## src/rtl/core/ss3g_pkg.sv

```systemverilog
`default_nettype none

package ss3g_pkg;

   localparam int CAPACITY_DEF = 64;
   localparam int DATA_W       = 32;
   localparam int POS_W        = 7;
   localparam int GAP_NUM      = 17;
   localparam int GIDX_W       = 5;

   typedef enum logic [1:0] {
      RD_I,
      RD_JG,
      RD_K
   } rd_sel_type;

   typedef struct packed {
      logic       load_wr;
      logic       sort_start;
      logic       gap_dec;
      logic       i_init;
      logic       i_inc;
      logic       held_ld;
      logic       shift_wr;
      logic       held_wr;
      logic       out_init;
      logic       out_ld;
      logic       count_clr;
      rd_sel_type rd_sel;
   } cmd_type;

   typedef struct packed {
      logic set_ends;
      logic gap_gt_n;
      logic gap_last;
      logic i_done;
      logic j_ge_gap;
      logic greater;
      logic k_last;
      logic rsp_free;
   } status_type;

   // 3-smooth gaps, smallest first
   function automatic logic [POS_W-1:0] gap_at(input logic [GIDX_W-1:0] idx);
      logic [POS_W-1:0] g;
      unique case (idx)
         5'd0:    g = 7'd1;
         5'd1:    g = 7'd2;
         5'd2:    g = 7'd3;
         5'd3:    g = 7'd4;
         5'd4:    g = 7'd6;
         5'd5:    g = 7'd8;
         5'd6:    g = 7'd9;
         5'd7:    g = 7'd12;
         5'd8:    g = 7'd16;
         5'd9:    g = 7'd18;
         5'd10:   g = 7'd24;
         5'd11:   g = 7'd27;
         5'd12:   g = 7'd32;
         5'd13:   g = 7'd36;
         5'd14:   g = 7'd48;
         5'd15:   g = 7'd54;
         5'd16:   g = 7'd64;
         default: g = 7'd1;
      endcase
      return g;
   endfunction

endpackage

`default_nettype wire

```

## src/rtl/core/ss3g_ram.sv

```systemverilog
`default_nettype none

module ss3g_ram #(
   parameter int WIDTH = 32,
   parameter int DEPTH = 64
) (
   input  wire logic                     clock,
   input  wire logic                     wr_en,
   input  wire logic [$clog2(DEPTH)-1:0] wr_addr,
   input  wire logic [WIDTH-1:0]         wr_data,
   input  wire logic [$clog2(DEPTH)-1:0] rd_addr,
   output logic      [WIDTH-1:0]         rd_data
);

   logic [WIDTH-1:0] mem_ff [DEPTH];
   logic [WIDTH-1:0] rd_data_ff;

   always_ff @(posedge clock) begin
      if (wr_en) begin
         mem_ff[wr_addr] <= wr_data;
      end
      rd_data_ff <= mem_ff[rd_addr];
   end

   assign rd_data = rd_data_ff;

endmodule

`default_nettype wire

```

## src/rtl/core/ss3g_ctrl.sv

```systemverilog
`default_nettype none

module ss3g_ctrl
   import ss3g_pkg::*;
(
   input  wire logic       clock,
   input  wire logic       reset,
   input  wire logic       req_valid,
   output logic            req_ready,
   input  wire status_type status,
   output cmd_type         cmd
);

   typedef enum logic [3:0] {
      ST_LOAD,
      ST_SORT_INIT,
      ST_GAP_FIND,
      ST_PASS_RD,
      ST_PASS_HELD,
      ST_J_CHK,
      ST_J_CMP,
      ST_OUT_RD,
      ST_OUT_LD
   } state_type;

   state_type state_ff, state_in;
   logic      req_ready_ff;

   always_comb begin
      state_in = state_ff;
      cmd      = '0;
      cmd.rd_sel = RD_I;
      unique case (state_ff)
         ST_LOAD: begin
            if (req_valid) begin
               cmd.load_wr = 1'b1;
               if (status.set_ends) begin
                  state_in = ST_SORT_INIT;
               end
            end
         end
         ST_SORT_INIT: begin
            cmd.sort_start = 1'b1;
            state_in       = ST_GAP_FIND;
         end
         ST_GAP_FIND: begin
            if (status.gap_gt_n) begin
               cmd.gap_dec = 1'b1;
            end else begin
               cmd.i_init = 1'b1;
               state_in   = ST_PASS_RD;
            end
         end
         ST_PASS_RD: begin
            if (status.i_done) begin
               if (status.gap_last) begin
                  cmd.out_init = 1'b1;
                  state_in     = ST_OUT_RD;
               end else begin
                  cmd.gap_dec = 1'b1;
                  state_in    = ST_GAP_FIND;
               end
            end else begin
               cmd.rd_sel = RD_I;
               state_in   = ST_PASS_HELD;
            end
         end
         ST_PASS_HELD: begin
            cmd.held_ld = 1'b1;
            state_in    = ST_J_CHK;
         end
         ST_J_CHK: begin
            if (status.j_ge_gap) begin
               cmd.rd_sel = RD_JG;
               state_in   = ST_J_CMP;
            end else begin
               cmd.held_wr = 1'b1;
               cmd.i_inc   = 1'b1;
               state_in    = ST_PASS_RD;
            end
         end
         ST_J_CMP: begin
            if (status.greater) begin
               cmd.shift_wr = 1'b1;
               state_in     = ST_J_CHK;
            end else begin
               cmd.held_wr = 1'b1;
               cmd.i_inc   = 1'b1;
               state_in    = ST_PASS_RD;
            end
         end
         ST_OUT_RD: begin
            cmd.rd_sel = RD_K;
            if (status.rsp_free) begin
               state_in = ST_OUT_LD;
            end
         end
         ST_OUT_LD: begin
            cmd.out_ld = 1'b1;
            if (status.k_last) begin
               cmd.count_clr = 1'b1;
               state_in      = ST_LOAD;
            end else begin
               state_in = ST_OUT_RD;
            end
         end
         default: begin
            state_in = ST_LOAD;
         end
      endcase
   end

   always_ff @(posedge clock) begin
      if (reset) begin
         state_ff     <= ST_LOAD;
         req_ready_ff <= 1'b1;
      end else begin
         state_ff     <= state_in;
         req_ready_ff <= (state_in == ST_LOAD);
      end
   end

   assign req_ready = req_ready_ff;

endmodule

`default_nettype wire

```

## src/rtl/core/ss3g_dpath.sv

```systemverilog
`default_nettype none

module ss3g_dpath
   import ss3g_pkg::*;
#(
   parameter int CAPACITY = CAPACITY_DEF
) (
   input  wire logic                     clock,
   input  wire logic                     reset,
   input  wire logic signed [DATA_W-1:0] req_value,
   input  wire logic                     req_last,
   output logic                          rsp_valid,
   input  wire logic                     rsp_ready,
   output logic signed [DATA_W-1:0]      rsp_sorted_value,
   output logic                          rsp_end_of_set,
   input  wire cmd_type                  cmd,
   output status_type                    status
);

   localparam int IDX_W = $clog2(CAPACITY);

   logic [POS_W-1:0]         count_ff, count_in;
   logic [GIDX_W-1:0]        gidx_ff, gidx_in;
   logic [POS_W-1:0]         i_ff, i_in;
   logic [POS_W-1:0]         j_ff, j_in;
   logic [POS_W-1:0]         k_ff, k_in;
   logic signed [DATA_W-1:0] held_ff, held_in;
   logic signed [DATA_W-1:0] rsp_value_ff, rsp_value_in;
   logic                     rsp_end_ff, rsp_end_in;
   logic                     rsp_valid_ff, rsp_valid_in;

   logic [POS_W-1:0]         gap;
   logic [POS_W-1:0]         j_back;
   logic signed [DATA_W-1:0] rd_data;
   logic [IDX_W-1:0]         rd_addr;
   logic [IDX_W-1:0]         wr_addr;
   logic [DATA_W-1:0]        wr_data;
   logic                     wr_en;

   assign gap    = gap_at(gidx_ff);
   assign j_back = j_ff - gap;

   always_comb begin
      case (cmd.rd_sel)
         RD_I:    rd_addr = i_ff[IDX_W-1:0];
         RD_JG:   rd_addr = j_back[IDX_W-1:0];
         RD_K:    rd_addr = k_ff[IDX_W-1:0];
         default: rd_addr = '0;
      endcase
   end

   assign wr_en   = cmd.load_wr | cmd.shift_wr | cmd.held_wr;
   assign wr_addr = cmd.load_wr ? count_ff[IDX_W-1:0] : j_ff[IDX_W-1:0];
   assign wr_data = cmd.load_wr  ? req_value :
                    cmd.shift_wr ? rd_data   : held_ff;

   ss3g_ram #(
      .WIDTH (DATA_W),
      .DEPTH (CAPACITY)
   ) u_store (
      .clock   (clock),
      .wr_en   (wr_en),
      .wr_addr (wr_addr),
      .wr_data (wr_data),
      .rd_addr (rd_addr),
      .rd_data (rd_data)
   );

   always_comb begin
      status.set_ends = req_last | ((count_ff + 7'd1) == POS_W'(CAPACITY));
      status.gap_gt_n = gap > count_ff;
      status.gap_last = (gidx_ff == '0);
      status.i_done   = i_ff >= count_ff;
      status.j_ge_gap = j_ff >= gap;
      status.greater  = rd_data > held_ff;
      status.k_last   = (k_ff == (count_ff - 7'd1));
      status.rsp_free = !rsp_valid_ff || rsp_ready;
   end

   always_comb begin
      count_in     = count_ff;
      gidx_in      = gidx_ff;
      i_in         = i_ff;
      j_in         = j_ff;
      k_in         = k_ff;
      held_in      = held_ff;
      rsp_value_in = rsp_value_ff;
      rsp_end_in   = rsp_end_ff;
      rsp_valid_in = rsp_valid_ff && !rsp_ready;
      if (cmd.load_wr) begin
         count_in = count_ff + 7'd1;
      end
      if (cmd.count_clr) begin
         count_in = '0;
      end
      if (cmd.sort_start) begin
         gidx_in = GIDX_W'(GAP_NUM - 1);
      end
      if (cmd.gap_dec) begin
         gidx_in = gidx_ff - 5'd1;
      end
      if (cmd.i_init) begin
         i_in = gap;
      end
      if (cmd.i_inc) begin
         i_in = i_ff + 7'd1;
      end
      if (cmd.held_ld) begin
         held_in = rd_data;
         j_in    = i_ff;
      end
      if (cmd.shift_wr) begin
         j_in = j_back;
      end
      if (cmd.out_init) begin
         k_in = '0;
      end
      if (cmd.out_ld) begin
         rsp_value_in = rd_data;
         rsp_end_in   = status.k_last;
         rsp_valid_in = 1'b1;
         k_in         = k_ff + 7'd1;
      end
   end

   always_ff @(posedge clock) begin
      if (reset) begin
         count_ff     <= '0;
         gidx_ff      <= '0;
         i_ff         <= '0;
         j_ff         <= '0;
         k_ff         <= '0;
         rsp_valid_ff <= 1'b0;
      end else begin
         count_ff     <= count_in;
         gidx_ff      <= gidx_in;
         i_ff         <= i_in;
         j_ff         <= j_in;
         k_ff         <= k_in;
         rsp_valid_ff <= rsp_valid_in;
      end
      held_ff      <= held_in;
      rsp_value_ff <= rsp_value_in;
      rsp_end_ff   <= rsp_end_in;
   end

   assign rsp_valid        = rsp_valid_ff;
   assign rsp_sorted_value = rsp_value_ff;
   assign rsp_end_of_set   = rsp_end_ff;

endmodule

`default_nettype wire

```

## src/rtl/core/shell_sort_smooth3_gaps_core.sv

```systemverilog
// Shell sort of signed 32-bit values with 3-smooth gaps (1, 2, 3, 4, 6, 8, 9, ...).
// Request channel (req_valid/req_ready): one value per request; req_last ends
// the set, and the request that fills the store (CAPACITY values) ends it too.
// Each request while loading stores one value; req_ready is high only while loading.
// Once a set ends the block sorts it in place in a single-port-read store:
// each gap pass reads every element past the gap into a held register, shifts
// larger elements up its gap chain one gap step at a time, then writes the held
// value into the freed slot; gaps above the set size are skipped. The sort time
// is set by the store's one registered read port.
// Response channel (rsp_valid/rsp_ready): the sorted values leave in ascending
// order from an output register, with rsp_end_of_set on the last one; the next
// value is loaded only once the register is empty or being taken. A stalled
// receiver simply holds the output register and the readout waits; the next set
// can start loading while the previous set's last sorted value is still not taken.
// Reset (synchronous, active high) empties the store count, drops rsp_valid
// and returns to loading; store contents are not cleared.
`default_nettype none

module shell_sort_smooth3_gaps_core
   import ss3g_pkg::*;
#(
   parameter int CAPACITY = CAPACITY_DEF
) (
   input  wire logic                     clock,
   input  wire logic                     reset,
   input  wire logic                     req_valid,
   output logic                          req_ready,
   input  wire logic signed [DATA_W-1:0] req_value,
   input  wire logic                     req_last,
   output logic                          rsp_valid,
   input  wire logic                     rsp_ready,
   output logic signed [DATA_W-1:0]      rsp_sorted_value,
   output logic                          rsp_end_of_set
);

   cmd_type    cmd;
   status_type status;

   ss3g_ctrl u_ctrl (
      .clock     (clock),
      .reset     (reset),
      .req_valid (req_valid),
      .req_ready (req_ready),
      .status    (status),
      .cmd       (cmd)
   );

   ss3g_dpath #(
      .CAPACITY (CAPACITY)
   ) u_dpath (
      .clock            (clock),
      .reset            (reset),
      .req_value        (req_value),
      .req_last         (req_last),
      .rsp_valid        (rsp_valid),
      .rsp_ready        (rsp_ready),
      .rsp_sorted_value (rsp_sorted_value),
      .rsp_end_of_set   (rsp_end_of_set),
      .cmd              (cmd),
      .status           (status)
   );

   a_one_writer: assert property (@(posedge clock) disable iff (reset)
      $onehot0({cmd.load_wr, cmd.shift_wr, cmd.held_wr}))
      else $error("store written by more than one source");

   a_no_sort_while_loading: assert property (@(posedge clock) disable iff (reset)
      req_ready |-> (!cmd.shift_wr && !cmd.held_wr && !cmd.out_ld))
      else $error("sort or readout active while accepting requests");

   a_out_reg_free: assert property (@(posedge clock) disable iff (reset)
      cmd.out_ld |-> (!rsp_valid || rsp_ready))
      else $error("output register overwritten before it was taken");

endmodule

`default_nettype wire
```

## config.mk

```make
export PLATFORM = sky130hd
export DESIGN_NAME = shell_sort_smooth3_gaps_core
export DESIGN_NICKNAME = d
export VERILOG_FILES = /design/src/rtl/core/ss3g_pkg.sv /design/src/rtl/core/ss3g_ram.sv /design/src/rtl/core/ss3g_ctrl.sv /design/src/rtl/core/ss3g_dpath.sv /design/src/rtl/core/shell_sort_smooth3_gaps_core.sv
export SDC_FILE = /design/constraint.sdc
export NUM_CORES = 2
export LEC_CHECK = 0
export BUFFER_PORTS_ARGS = -buffer_cell sky130_fd_sc_hd__buf_4
export CAP_MARGIN = 15
export CORE_MARGIN = 5
export CORE_UTILIZATION = 30
export DETAILED_ROUTE_END_ITERATION = 10
export PLACE_DENSITY = 0.44
export SYNTH_ARGS = -nofsm -noshare
export SYNTH_HDL_FRONTEND = slang
export SYNTH_SLANG_ARGS = --single-unit
```

## constraint.sdc

```tcl
create_clock -name clock -period 12.52 [get_ports clock]
set_clock_uncertainty 0.05 [all_clocks]
set_input_delay 3.756 -clock clock [delete_from_list [all_inputs] [get_ports clock]]
set_output_delay 3.756 -clock clock [all_outputs]
set_load 0.1 [all_outputs]
```

==> results summary <==
The area after detailed placement is 0.0925 sq mm. The cell that appears most often on the critical path is buf_4. The post-synthesis instance total came out at 6,189.

Setup repair after global routing left no endpoint under its margin. In this run the most critical hold path is launched from u_dpath.k_ff[6]. The floorplan step defined a core boundary enclosing 0.288 sq mm. The die is 548 microns tall. The largest net degree at the start of global routing is 144. The remaining global-route overflow came out at 0.

Walking the worst path, the cells encountered are buf_4, nand3_1, buf_4, o21ai_0, nand2_1, nor2_4. 72 I/O pins were placed. For this design, the CTS-stage hold fixing added 0 buffers. The number of sinks handled by clock tree synthesis is 2,191. By instance count, the leading cell after synthesis is edfxtp_1.

The flow ran to the end, and the final reports show no timing, DRC or antenna violations. The power per unit of standard cell area came out at 174 mW/mm^2. The pin slew with the least headroom to its limit is 1.29 ns.

The CTS tree is done. The cell type of the slowest stage on the worst timing path is nor2_4. The post-synthesis adder-cell area fraction is 0.917%. The number of pins with negative max-slew slack in the final report is 0. STA puts the critical path data required time at 12.91 ns.

The maximum clock rate is 149 MHz. The count of max-cap constraint violations is 0. The largest family of logic cells by synthesized area is compound AO/OA/AOI/OAI gates. The clock tree synthesis step divided the H-tree into 4 levels. Across all layers, the routed design uses 53,687 vias. The initial antenna violation count came out at 23. Summing the areas of all xor and xnor instances in the mapped netlist gives 0.202% of the synthesized area.

The total wire length is 284,000 microns. The cell depth of the worst flop-to-flop path is 16. The share of the synthesized area in the top cell type is 73.1%.

IR analysis of the VDD net gives a maximum drop of 112 uV. The worst reg-to-reg setup slack is 6.21 ns. Cells fill 34.6% of the core in the end. The standard-cell row count is 197.

The detailed-route vias per instance came out at 5.26. TritonCTS created 233 clock buffers. The portion of netlist area occupied by mux cells came out at 1.58%.

The cell type with the largest total area after synthesis is edfxtp_1. In this run the clock root is driven by a clkbuf_16. The final number of hold-violating endpoints was 0. The terminus of the critical flop-to-flop path is u_dpath.u_store.rd_data[29].

The pre-antenna-repair detailed-routing pass consisted of 8 iterations. The share of the cycle needed by the critical path after routing is 53.4%. The async set or reset register ratio after synthesis came out at 0%.

The number of enable flip-flop cells after synthesis came out at 2,113. The path with the worst hold slack has its endpoint at u_dpath.k_ff[6]. The count of input and output buffers is 71. The worst-path maximum fanout is 32. The number of buffers on the longest clock path came out at 3. The post-synthesis sequential area ratio came out at 74.9%.

Once detail routing completed, the nets flagged for antenna violations numbered 0. The number of global-route vias before repair is 50,652. In this run, synthesis produced a sequential element count of 2,191. The fraction of the mapped netlist area in simple logic gates came out at 7.21%. The largest single stage delay on the critical path is 1.09 ns. The starting utilization of the core area is 30.1%.

The final critical delay including setup and external delays is 6.69 ns. STA puts the critical path data arrival time at 7.08 ns. The worst setup path is captured at a flip-flop. STA classifies the critical path startpoint as an input pin. The die is 548 microns wide.

The worst setup path is of the in -> reg kind. In the final routed layout, each cell accounts on average for 27.8 microns. In this run, placement finished with an instance count of 9,771. Summing all non-filler instances in the final layout gives an area of 0.0997 sq mm. The total routing resource utilization after global routing is 18.2%. The launch point of the worst reg-to-reg path is u_dpath.j_ff[0]. Routability-driven placement finished with a final weighted congestion of 0.840. After detailed routing, the number of remaining DRC violations is 0. The first-pass GRT wire length came out at 396,000 microns.

The cell area after synthesis is 0.0868 sq mm. For this run, the leading register cell type out of synthesis is edfxtp_1. In this run the mean area of a mapped cell was 14.0 sq um.

The post-cts gate resize count is 0. The post-route netlist has 10.2% of its cells at a drive strength greater than 1. In this run the worst hold path is classified as reg -> reg. The worst hold path was traced through 2 stages. The worst slew margin relative to its limit came out at 13.8%. The final-report setup violation count came out at 0. The unique cell type count in the Yosys netlist is 74. Sorting the synthesized cells by area gives the leading types as edfxtp_1, a21oi_1, a22oi_1, nand2_1, dfxtp_1. The count of routing violations after the opening detailed-route iteration came out at 5,514.

The HPWL after detailed placement is 165,000 microns. Clock-pin slew was measured on the worst setup and hold paths at 0.06 ns. The standby leakage power came out at 0.0315 uW. In this run the post-CTS setup repair buffer count came out at 0. The insertion delay to the later sink of the worst-skew pair came out at 0.88 ns. The die footprint is 0.300 sq mm. The final total negative setup slack came out at 0 ns. The synthesized netlist devotes 13.0% of its cell area to compound gates. The area added between synthesis and finish is 14.9%. The number of nets in the final layout came out at 6,328.

The post-synthesis net count is 6,289. The number of warnings printed during yosys synthesis came out at 0. Excluding fillers, the count of instances in the completed layout stands at 10,212. Ranked by instance count, the synthesized netlist is headed by edfxtp_1, nand2_1, a21oi_1.
[layout make-up]
| type | instances | area, sq um |
|---|---|---|
| Multi-Input combinational cell | 3513 | 20800 |
| Clock inverter | 114 | 912 |
| Fill cell | 27673 | 188000 |
| Timing Repair Buffer | 221 | 1790 |
| Tap cell | 3781 | 4730 |
| Antenna cell | 13 | 32.5 |
| Clock buffer | 311 | 6210 |
| Sequential cell | 2191 | 65000 |
| Inverter | 68 | 255 |
[where the power goes]
| group | internal [uW] | total (uW) | switching (uW) |
|---|---|---|---|
| combinational | 548 | 2170 | 1620 |
| sequential | 8420 | 8590 | 178 |
| clock | 3690 | 6560 | 2870 |
| total | 12700 | 17300 | 4670 |
[layer usage]
metal  vias to the layer above  part of all wire, %  global-route usage [%]
met5                         -                    0                       0
met1                     27816                   46                    26.6
met4                         0                  1.9                    3.92
li1                      23826                    -                       -
met2                      1762                   45                    28.3
met3                       283                  6.6                    3.37
[cell usage in the layout (no fill, tap or decap), types with 18 or more instances in the layout]
master	count
a21oi_1	930
a22oi_1	575
a31oi_1	38
a32oi_1	130
and3_1	38
buf_4	209
clkbuf_1	70
clkbuf_16	236
clkinv_1	61
clkinv_2	31
dfxtp_1	78
edfxtp_1	2113
ha_1	62
inv_1	65
mux2i_1	134
nand2_1	1118
nand3_1	35
nor2_1	81
nor2_4	71
nor2b_1	18
o21ai_0	23
o21ai_4	32
or4b_1	31
xnor2_1	19
[per-stage QoR]
step	power, uW	hold WS [ns]	worst slack [ns]
after floorplan	9890	0.397	4.74
after detailed placement	10900	0.469	5.11
after CTS	17500	0.478	6.01
after global placement	10900	0.456	5.20
final	17300	0.485	5.83
after global routing	17900	0.508	5.83
[cells by family (layout without fill, tap and decap cells)]
| group | count (synthesis) | after routing |
|---|---|---|
| AOI/OAI and AO/OA | 1803 | 1803 |
| xor gates and xnor gates | 20 | 20 |
| adders and majority gates | 63 | 63 |
| buffers and inverters | 485 | 714 |
| DFF | 2191 | 2191 |
| muxes | 136 | 136 |
| other | 0 | 13 |
| and+or+nand+nor | 1491 | 1491 |
[worst max-delay path, delay by kind of cell]
family	cells	cell delay, ns
AO/OA/AOI/OAI	1	0.91
buffers and inverters	2	0.34
AND/OR/NAND/NOR	3	2.02
[state kept, by name, indices dropped and copies added, names as in the netlist]
signal / cells
u_dpath.u_store.mem_ff: 2048
u_dpath.held_ff: 32
u_dpath.rsp_sorted_value: 32
u_dpath.u_store.rd_data: 32
u_dpath.count_ff: 7
u_dpath.gap: 7
u_dpath.i_ff: 7
u_dpath.j_ff: 7
u_dpath.k_ff: 7
u_dpath.gidx_ff: 5
u_ctrl.state_ff: 4
u_ctrl.req_ready: 1
u_dpath.rsp_end_of_set: 1
u_dpath.rsp_valid: 1
[worst max path at each step]
| stage | from | endpoint | slack, ns | depth (start not counted) |
|---|---|---|---|---|
| global route | req_valid | u_dpath.u_store.mem_ff[56][0] | 5.83 | 6 |
| detailed placement | req_valid | u_dpath.u_store.mem_ff[63][5] | 5.11 | 6 |
| floorplan | req_valid | u_dpath.u_store.mem_ff[0][0] | 4.74 | 5 |
| finish | req_valid | u_dpath.u_store.mem_ff[56][8] | 5.83 | 6 |
| global placement | req_valid | u_dpath.u_store.mem_ff[63][5] | 5.20 | 6 |
| CTS | req_valid | u_dpath.u_store.mem_ff[63][5] | 6.01 | 6 |
(Power assumes the default switching activity.)
